$ cat src/rtl/bgr_pkg.sv
// shared types and constants of the glyph row renderer
`timescale 1ns / 1ps
`default_nettype none
package bgr_pkg;

  localparam int GLYPH_WIDTH  = 10;
  localparam int GLYPH_HEIGHT = 14;

  localparam logic [7:0] FIRST_CODE = 8'h20;
  localparam logic [7:0] LAST_CODE  = 8'h7E;

  localparam int GLYPH_COUNT = int'(LAST_CODE) - int'(FIRST_CODE) + 1;
  localparam int STORE_DEPTH = GLYPH_COUNT * GLYPH_HEIGHT;
  localparam int ADDR_W      = $clog2(STORE_DEPTH);
  localparam int ROW_W       = (GLYPH_HEIGHT > 1) ? $clog2(GLYPH_HEIGHT) : 1;

  localparam int X_W    = 10;
  localparam int Y_W    = 9;
  localparam int CODE_W = 8;
  localparam int LROW_W = 4;
  localparam int PIX_W  = 10;
  localparam int COL_W  = 8;

  localparam int QUEUE_DEPTH = 2;
  localparam int QPTR_W      = 1;
  localparam int QCNT_W      = 2;

  localparam logic OP_LOAD = 1'b0;
  localparam logic OP_DRAW = 1'b1;

  // one queued command: a store write or a glyph draw
  typedef struct packed {
    logic             is_draw;
    logic [ADDR_W-1:0] addr;
    logic [PIX_W-1:0]  bits;
    logic [X_W-1:0]    x;
    logic [Y_W-1:0]    y;
    logic [COL_W-1:0]  ink;
    logic [COL_W-1:0]  paper;
    logic              erase;
  } cmd_t;

endpackage
`default_nettype wire

$ cat src/rtl/bgr_front.sv
// front end: accepts words, drops the ones without effect, builds commands
`timescale 1ns / 1ps
`default_nettype none
module bgr_front #(
  parameter int SCREEN_WIDTH  = 800,
  parameter int SCREEN_HEIGHT = 480
) (
  input  wire logic                         in_valid,
  output logic                              in_stall,
  input  wire logic                         in_op,
  input  wire logic [bgr_pkg::X_W-1:0]      in_pos_x,
  input  wire logic [bgr_pkg::Y_W-1:0]      in_pos_y,
  input  wire logic [bgr_pkg::CODE_W-1:0]   in_glyph_code,
  input  wire logic [bgr_pkg::LROW_W-1:0]   in_glyph_row,
  input  wire logic [bgr_pkg::PIX_W-1:0]    in_row_bits,
  input  wire logic [bgr_pkg::COL_W-1:0]    in_text_colour,
  input  wire logic [bgr_pkg::COL_W-1:0]    in_fill_colour,
  input  wire logic                         in_erase_enable,
  input  wire logic                         q_full,
  output logic                              q_push,
  output bgr_pkg::cmd_t                     q_cmd
);

  localparam logic [bgr_pkg::PIX_W-1:0] ROW_MASK =
    bgr_pkg::PIX_W'((64'd1 << bgr_pkg::GLYPH_WIDTH) - 64'd1);

  logic                         printable, row_ok, on_screen, keep;
  logic [bgr_pkg::CODE_W-1:0]   code_off;
  logic [bgr_pkg::ADDR_W-1:0]   glyph_base;

  assign printable = (in_glyph_code >= bgr_pkg::FIRST_CODE) &&
                     (in_glyph_code <= bgr_pkg::LAST_CODE);
  assign row_ok    = (int'(in_glyph_row) < bgr_pkg::GLYPH_HEIGHT);
  assign on_screen = ({1'b0, in_pos_x} < (bgr_pkg::X_W + 1)'(SCREEN_WIDTH)) &&
                     ({1'b0, in_pos_y} < (bgr_pkg::Y_W + 1)'(SCREEN_HEIGHT));

  assign code_off   = in_glyph_code - bgr_pkg::FIRST_CODE;
  // constant multiply by the glyph height
  assign glyph_base = bgr_pkg::ADDR_W'(code_off) *
                      bgr_pkg::ADDR_W'(bgr_pkg::GLYPH_HEIGHT);

  always_comb begin
    keep = 1'b0;
    unique case (in_op)
      bgr_pkg::OP_LOAD: keep = printable && row_ok;
      bgr_pkg::OP_DRAW: keep = printable && on_screen;
      default:          keep = 1'b0;
    endcase
  end

  always_comb begin
    q_cmd.is_draw = (in_op == bgr_pkg::OP_DRAW);
    q_cmd.addr    = (in_op == bgr_pkg::OP_DRAW) ? glyph_base :
                    glyph_base + bgr_pkg::ADDR_W'(in_glyph_row);
    q_cmd.bits    = in_row_bits & ROW_MASK;
    q_cmd.x       = in_pos_x;
    q_cmd.y       = in_pos_y;
    q_cmd.ink     = in_text_colour;
    q_cmd.paper   = in_erase_enable ? in_fill_colour : '0;
    q_cmd.erase   = in_erase_enable;
  end

  // dropped words are still taken, they just never reach the queue
  assign in_stall = q_full;
  assign q_push   = in_valid && !q_full && keep;

endmodule
`default_nettype wire

$ cat config.mk
export PLATFORM = sky130hd
export DESIGN_NAME = bgr_front
export DESIGN_NICKNAME = d
export VERILOG_FILES = /design/src/rtl/bgr_pkg.sv /design/src/rtl/bgr_front.sv
export SDC_FILE = /design/constraint.sdc
export NUM_CORES = 1
export LEC_CHECK = 0
export ABC_AREA = 0
export ABC_CLOCK_PERIOD_IN_PS = 4300
export BUFFER_PORTS_ARGS = -buffer_cell sky130_fd_sc_hd__buf_4
export CORE_MARGIN = 8
export CORE_UTILIZATION = 25
export DETAILED_ROUTE_END_ITERATION = 8
export MAX_ROUTING_LAYER = met4
export PLACE_DENSITY = 0.69
export SLEW_MARGIN = 20
export SYNTH_ARGS = -nofsm -noshare
export SYNTH_HDL_FRONTEND = slang
export SYNTH_SLANG_ARGS = --single-unit
$ cat constraint.sdc
create_clock -name vclk -period 4.3
set_input_delay 0.645 -clock vclk [all_inputs]
set_output_delay 0.645 -clock vclk [all_outputs]
set_load 0.05 [all_outputs]
==> qor.yml <==
detailed_routing:
  drcViolationCount: 0
  vias: 980
  vias_per_cell: 4.41
  firstDrtPassIters: 4
  drt_iter0_markers: 15
  routed_wl_mm: 3.00
  routedWlPerCell_microns: 13.5
  drtAntennaViolNets: 0
synth:
  synth_cell_type_count: 34
  synth_fa_ha_area_frac: 0.275
  synth.yosys.seq_area_share: 0
  synth_top_area_cell: "buf_4"
  yosysMostFrequentCell: "buf_4"
  synth_compound_area_frac: 0.105
  synthSimpleGateAreaFrac: 0.161
  yosysTopAreaCellShare: 0.248
  synth_nets: 228
  synth-warning-count: 0
  synthXorXnorAreaFrac: 0.146
  synth_area_sq_mm: 0.00121
  synth_cells: 144
  yosys-top-cells-area: "buf_4 25%, ha_1 18%, fa_1 9.9%"
  synthMuxAreaShare: 0.0372
  synth_top_family_by_area: "buffers and inverters"
  postSynthAreaPerCell_sq_um: 8.42
  netlist_top_cells_count: "40 x buf_4, 17 x ha_1, 9 x and2_1"
cells_and_area:
  multi_input_comb_area_sq_um: 877
  area_growth_pct: 20.6
  nets: 254
  seq_area_sq_um: 0
  seq_cell_count: 0
  diodes: 0
  clock_buffers: 0
  drive_gt1_frac: 0.458
  fillers: 505
setup_path:
  required_ps: 3650
  crit_fanout: 5
  worst_setup_path_end_kind: "output port"
  arrival_ps: 3300
  path_class: "in2out"
  cp-start-kind: "input pin"
die:
  dieArea_sq_mm: 0.00733
  rows: 25
  io_pins: 121
  die_y_microns: 85.6
  core_sq_mm: 0.00469
  initial_utilization: 0.258
  die_w_microns: 85.6
job:
  maxCapViolations: 0
global_routing:
  grt_pass1_wl_mm: 4.82
  grt_overflow: 0
  grt_pass1_vias: 1005
  grt_max_degree: 11
  grtUsageTotal: 0.0772
  antenna_found_initial: 0
min_path:
  hold_class: "in2out"
sta:
  maxSlewHeadroom: 0.787
  final.setup.tns_ps: 0
  tightest_slew_ps: 315
  post-route-period-util: 0.916
  fmax_mhz: 254
  finalHoldViolCount: 0
  rsz0062_at_grt: "false"
  setup_violations: 0
  slew_violations: 0
  fin_ws_ps: 359
  period_needed_ps: 3940
run_status:
  outcome: "complete, no violations"
clock_tree:
  cts_setup_buffers: 0
  hold_buffers: 0
  cts-resized-gates: 0
power:
  powerDensity_mw_per_mm2: 320
  p_leak_nw: 0.740
  p_total_mw: 0.468
  ir_drop_uv: 250
place:
  port_buffers: 65
  pre_cts_slack_ps: 347
  gp_congestion: 0.760
  dp_hpwl_mm: 2.75
-- per-layer routing --
metal	up-vias	track usage	routed length [microns]
met3	2	0.0267	377
met5	-	-	0
met2	36	0.147	1520
met1	453	0.0771	1100
li1	489	-	-
met4	0	0.00318	6
-- stage by stage --
step,cells,util,instance area [sq um],hold slack (ps)
after global routing,222,0.312,1460,1290
after global placement,222,0.312,1460,1290
final,222,0.312,1460,1290
after detailed placement,222,0.312,1460,1290
after CTS,222,0.312,1460,1290
after floorplan,144,-,1210,1460
-- critical path, stage by stage --
cell and delay [ps]:
buf_4 140, fa_1 470, ha_1 250, fa_1 480, a211oi_2 290, o21bai_1 130, a21oi_2 190, xor2_2 210
nand3_2 80, xnor3_1 210, buf_4 200
-- path summary, 6_finish.rpt --
path / start / endpoint / slack [ps] / cells after the start
setup / recovery: in_glyph_code[0] / q_cmd[56] / 360 / 11
hold / removal: in_text_colour[6] / q_cmd[15] / 1290 / 0
-- cell usage in the layout, fill, tap and decap left out, types with 2 or more instances in the layout --
| cell type | count |
|---|---|
| mux2_2 | 2 |
| xnor2_1 | 6 |
| and2_1 | 9 |
| ha_1 | 17 |
| o21ai_0 | 3 |
| nand2_1 | 4 |
| nor2_1 | 5 |
| nand3_1 | 3 |
| a21oi_1 | 8 |
| xor2_1 | 6 |
| buf_4 | 65 |
| nand4_1 | 4 |
| inv_1 | 8 |
| a21o_1 | 2 |
| xor2_2 | 3 |
| fa_1 | 6 |
-- report_power, final --
group          leakage, nW  internal, mW  switching, mW
Clock                    0             0              0
Sequential               0             0              0
Combinational        0.740         0.165          0.303
Total                0.740         0.165          0.303
-- logic make-up (layout without fill, tap and decap cells) --
kind of cell               after synthesis  count (layout)
buffers and inverters                   49              73
and+or+nand+nor                         34              34
adders and majority gates               23              23
AOI/OAI and AO/OA                       19              19
xor gates and xnor gates                16              16
muxes                                    3               3
-- area by class of cell --
type / instances / area share
multi-input combinational: 95 / 0.600
timing repair buffer: 65 / 0.334
tap: 54 / 0.0462
inverter: 8 / 0.0205
Power figures use the tool's default switching activity.
