[config.mk]
export PLATFORM = sky130hd
export DESIGN_NAME = bgr_queue
export DESIGN_NICKNAME = d
export VERILOG_FILES = /design/src/rtl/bgr_pkg.sv /design/src/rtl/bgr_queue.sv
export SDC_FILE = /design/constraint.sdc
export NUM_CORES = 1
export LEC_CHECK = 0
export BUFFER_PORTS_ARGS = -buffer_cell sky130_fd_sc_hd__buf_4
export CORE_ASPECT_RATIO = 1.5
export CORE_MARGIN = 5
export CORE_UTILIZATION = 28
export DETAILED_ROUTE_END_ITERATION = 8
export SLEW_MARGIN = 20
export SYNTH_ARGS = -nofsm -noshare
export SYNTH_HDL_FRONTEND = slang
export SYNTH_SLANG_ARGS = --single-unit
[constraint.sdc]
create_clock -name clk -period 5.4 [get_ports clk]
set_input_delay 0.81 -clock clk [delete_from_list [all_inputs] [get_ports clk]]
set_output_delay 0.81 -clock clk [all_outputs]
set_load 0.02 [all_outputs]
[src/rtl/bgr_pkg.sv]
// shared types and constants of the glyph row renderer
`timescale 1ns / 1ps
`default_nettype none
package bgr_pkg;

  localparam int GLYPH_WIDTH  = 10;
  localparam int GLYPH_HEIGHT = 14;

  localparam logic [7:0] FIRST_CODE = 8'h20;
  localparam logic [7:0] LAST_CODE  = 8'h7E;

  localparam int GLYPH_COUNT = int'(LAST_CODE) - int'(FIRST_CODE) + 1;
  localparam int STORE_DEPTH = GLYPH_COUNT * GLYPH_HEIGHT;
  localparam int ADDR_W      = $clog2(STORE_DEPTH);
  localparam int ROW_W       = (GLYPH_HEIGHT > 1) ? $clog2(GLYPH_HEIGHT) : 1;

  localparam int X_W    = 10;
  localparam int Y_W    = 9;
  localparam int CODE_W = 8;
  localparam int LROW_W = 4;
  localparam int PIX_W  = 10;
  localparam int COL_W  = 8;

  localparam int QUEUE_DEPTH = 2;
  localparam int QPTR_W      = 1;
  localparam int QCNT_W      = 2;

  localparam logic OP_LOAD = 1'b0;
  localparam logic OP_DRAW = 1'b1;

  // one queued command: a store write or a glyph draw
  typedef struct packed {
    logic             is_draw;
    logic [ADDR_W-1:0] addr;
    logic [PIX_W-1:0]  bits;
    logic [X_W-1:0]    x;
    logic [Y_W-1:0]    y;
    logic [COL_W-1:0]  ink;
    logic [COL_W-1:0]  paper;
    logic              erase;
  } cmd_t;

endpackage
`default_nettype wire

[src/rtl/bgr_queue.sv]
// two-entry command queue between front and back
`timescale 1ns / 1ps
`default_nettype none
module bgr_queue (
  input  wire logic          clk,
  input  wire logic          rst_n,
  input  wire logic          push,
  input  wire bgr_pkg::cmd_t push_cmd,
  output logic               full,
  input  wire logic          pop,
  output logic               head_valid,
  output bgr_pkg::cmd_t      head_cmd
);

  bgr_pkg::cmd_t                    entry_r [bgr_pkg::QUEUE_DEPTH];
  logic [bgr_pkg::QPTR_W-1:0]       wr_ptr_r, wr_ptr_nxt;
  logic [bgr_pkg::QPTR_W-1:0]       rd_ptr_r, rd_ptr_nxt;
  logic [bgr_pkg::QCNT_W-1:0]       count_r, count_nxt;
  logic                             do_push, do_pop;

  assign full       = (count_r == bgr_pkg::QCNT_W'(bgr_pkg::QUEUE_DEPTH));
  assign head_valid = (count_r != '0);
  assign head_cmd   = entry_r[rd_ptr_r];
  assign do_push    = push && !full;
  assign do_pop     = pop && head_valid;

  always_comb begin
    wr_ptr_nxt = do_push ? wr_ptr_r + 1'b1 : wr_ptr_r;
    rd_ptr_nxt = do_pop ? rd_ptr_r + 1'b1 : rd_ptr_r;
    count_nxt  = count_r;
    if (do_push && !do_pop) begin
      count_nxt = count_r + 1'b1;
    end else if (do_pop && !do_push) begin
      count_nxt = count_r - 1'b1;
    end
  end

  always_ff @(posedge clk) begin
    if (!rst_n) begin
      wr_ptr_r <= '0;
      rd_ptr_r <= '0;
      count_r  <= '0;
    end else begin
      wr_ptr_r <= wr_ptr_nxt;
      rd_ptr_r <= rd_ptr_nxt;
      count_r  <= count_nxt;
    end
  end

  always_ff @(posedge clk) begin
    if (do_push) begin
      entry_r[wr_ptr_r] <= push_cmd;
    end
  end

endmodule
`default_nettype wire

==> results_dict.tcl <==
set metrics [dict create \
    run_status "complete, no violations" \
    hold_path_stages 2 \
    setup_viol 0 \
    min-delay-start "count_r[1]$_SDFFE_PN0P_" \
    grt-ovfl-total 0 \
    num_antenna_cells 0 \
    number_of_fill_cells_in_the_layout 1474 \
    grt_pass1_vias 2624 \
    number_of_antenna_violations_at_the_first_check_in_global_routing 0 \
    layout-area-overhead-vs-synth_pct 40.41 \
    io_pins 122 \
    max_freq_mhz 331.2 \
    multi_input_area_um2 789.5 \
    main_combinational_cell_family_by_area_after_synthesis "multiplexers" \
    port_buffers 121 \
    tns_ps 0 \
    placeableCoreArea_um2 15550 \
    worst_r2r_startpoint "count_r[0]$_SDFFE_PN0P_" \
    timing_max_transition_violations_final 0 \
    dp_hpwl_um 5549 \
    cts_hold_buffers 0 \
    maximum_fanout_along_the_worst_path 36 \
    post_synth_and_or_nand_nor_area_fraction 0.01303 \
    met3WireLength_um 554 \
    clock_latency_ps 390 \
    route.vias.total 2317 \
    worstPathArrival_ps 2210 \
    complex_gate_fraction_of_the_synthesized_area 0.007363 \
    cts_setup_buffers 0 \
    synth_fa_ha_area_frac 0.002832 \
    routed-wl-met2_um 4647 \
    critical_path_class "flop to output port" \
    detail_route.first_pass.iterations 4 \
    clock_tree.root_cell "clkbuf_16" \
    ctsResizeCount 0 \
    cts.sinks 121 \
    design.die.area_um2 18440 \
    power_density_cells_nw_per_um2 519.8 \
    power_leakage_nw 2.307 \
    worst-r2r-cell-count 5 \
    ratio_of_cells_with_drive_above_1_in_the_final_layout 0.5606 \
    totalWireLength_um 8337 \
    synthMuxAreaShare 0.1478 \
    gpl.final_weighted_congestion 0.6703 \
    final.setup.worst_slack_ps 2381 \
    syn-cell-area_um2 4418 \
    nNetsFinal 406 \
    synthXorXnorAreaFrac 0.005947 \
    die_y_um 163.8 \
    viasPerCell 4.152 \
    timing_worst_slew_pin_value_ps 805.9 \
    whs_endpoint "count_r[1]$_SDFFE_PN0P_" \
    reg2reg_slack_ps 3220 \
    start_kind "flop" \
    hold_ws_ps 528.2 \
    setup_repair_after_global_routing_missed_its_margin "no" \
    drv_cap 0 \
    min-delay-path-class "flop to flop" \
    met1Wirelength_um 3050 \
    tritoncts_buffers 17 \
    route.top_layer_used "met4" \
    rows 56 \
    clockBufferDepth 2 \
    synthDistinctLibCells 24 \
    die_width_um 112.6 \
    synth-seq-area-share 0.8111 \
    place_worst_setup_slack_ps 2447 \
    gate_count_of_the_mapped_netlist 205 \
    min_period_over_period 0.5591 \
    cts.htree.levels 4 \
    global_route.usage.total 0.09331 \
    worst_setup_hold_path_clk_slew_ps 50 \
    post_drt_wl_per_cell_um 14.94 \
    sequential_area_um2 3585 \
    yosys_warnings 0 \
    worst-endpoint-required_ps 4590 \
    timing.critical_path.to_type "output port" \
    drc_errors_left 0 \
    worst_ir_drop_vdd_v 0.0002254 \
    finalHoldViolCount 0 \
    remaining_antenna_violation_count 0 \
    grt_first_pass_wirelength_um 13030 \
    cts_tree "done" \
    timing.slew.headroom 0.4628 \
    starting_density_of_the_core 0.2840 \
    mappedNetlistNets 268 \
    finalWorstPathRequiredPeriod_ps 3019 \
    finalPower_mw 3.225 \
    drt-initial-drc-count 63 \
    pin_count_of_the_biggest_net_entering_global_routing 59 \
    post-route-util 0.3988 \
    postSynthAreaPerCell_um2 21.55 \
    worstReg2RegEnd "entry_r[0][10]$_DFFE_PP_" \
    yosys_register_bits 121 \
    worst_case_clock_skew_ps 8.811 \
]
-- flip-flops by register name, summed over array words and instances (netlist names), named ones only --
register	cells
count_r	2
rd_ptr_r	1
entry_r	116
wr_ptr_r	1
-- per-layer routing --
layer,GRT usage,up-vias
met5,0,-
met4,0.03937,0
met3,0.03833,5
met2,0.1683,70
met1,0.09411,1162
li1,-,1080
-- cell usage after synthesis, drive strengths merged --
library cell	count	area share
o21a	1	0.0017
nor3	1	0.0023
dfxtp	5	0.023
mux2	58	0.15
and3	1	0.0014
buf	6	0.010
ha	1	0.0028
edfxtp	116	0.79
nor2	1	0.00085
xor2	1	0.0020
xnor2	2	0.0040
inv	2	0.0017
and2	3	0.0042
a21boi	2	0.0034
nand2b	1	0.0014
o21ai	2	0.0023
or2	1	0.0014
or3	1	0.0014
-- logic make-up (layout without fill, tap and decap cells) --
group                      count (synthesis)  in the layout
DFF                                      121            121
buffers and inverters                      8            158
and+or+nand+nor                            9              9
muxes                                     58             58
AOI/OAI and AO/OA                          5              5
adders and majority gates                  1              1
xor gates and xnor gates                   3              3
-- cell type report --
type,instances,share of cell area
Multi-Input combinational cell,76,0.1273
Timing Repair Buffer,125,0.1525
Inverter,2,0.001210
Sequential cell,121,0.5779
Clock buffer,17,0.06858
Clock inverter,14,0.03167
Tap cell,203,0.04094
-- layout by cell type (no fill, tap or decap), drive strengths merged, types with 3 or more instances in the layout --
cell type  count
and2           3
buf          125
bufinv         4
clkbuf        17
clkinv         5
clkinvlp       3
dfxtp          5
edfxtp       116
inv            4
mux2          58
-- per-stage QoR --
stage	cells	cell area, um^2
2_1_floorplan	205	4418
5_1_grt	558	6203
3_5_place_dp	526	5567
4_1_cts	557	6188
3_3_place_gp	526	5567
6_report	558	6203
-- how the worst max path moves through the flow --
stage               slack, ps  cells after the start                       end
CTS                      2280                      3              head_cmd[11]
detailed placement       2450                      4  entry_r[0][48]$_DFFE_PP_
global route             2230                      3              head_cmd[15]
finish                   2380                      3              head_cmd[11]
global placement         2530                      4  entry_r[0][48]$_DFFE_PP_
floorplan                1760                      2   entry_r[0][0]$_DFFE_PP_
-- critical path, stage by stage, from the launching register on --
cell and delay, ps:
dfxtp_2 670, buf_4 520, mux2_2 400, buf_4 160
-- where the power goes --
group / switching (mW) / internal, mW
combinational: 0.440 / 0.381
sequential: 0.0528 / 1.18
clock: 0.397 / 0.772
Note: power is estimated with default switching activity, not from simulation.
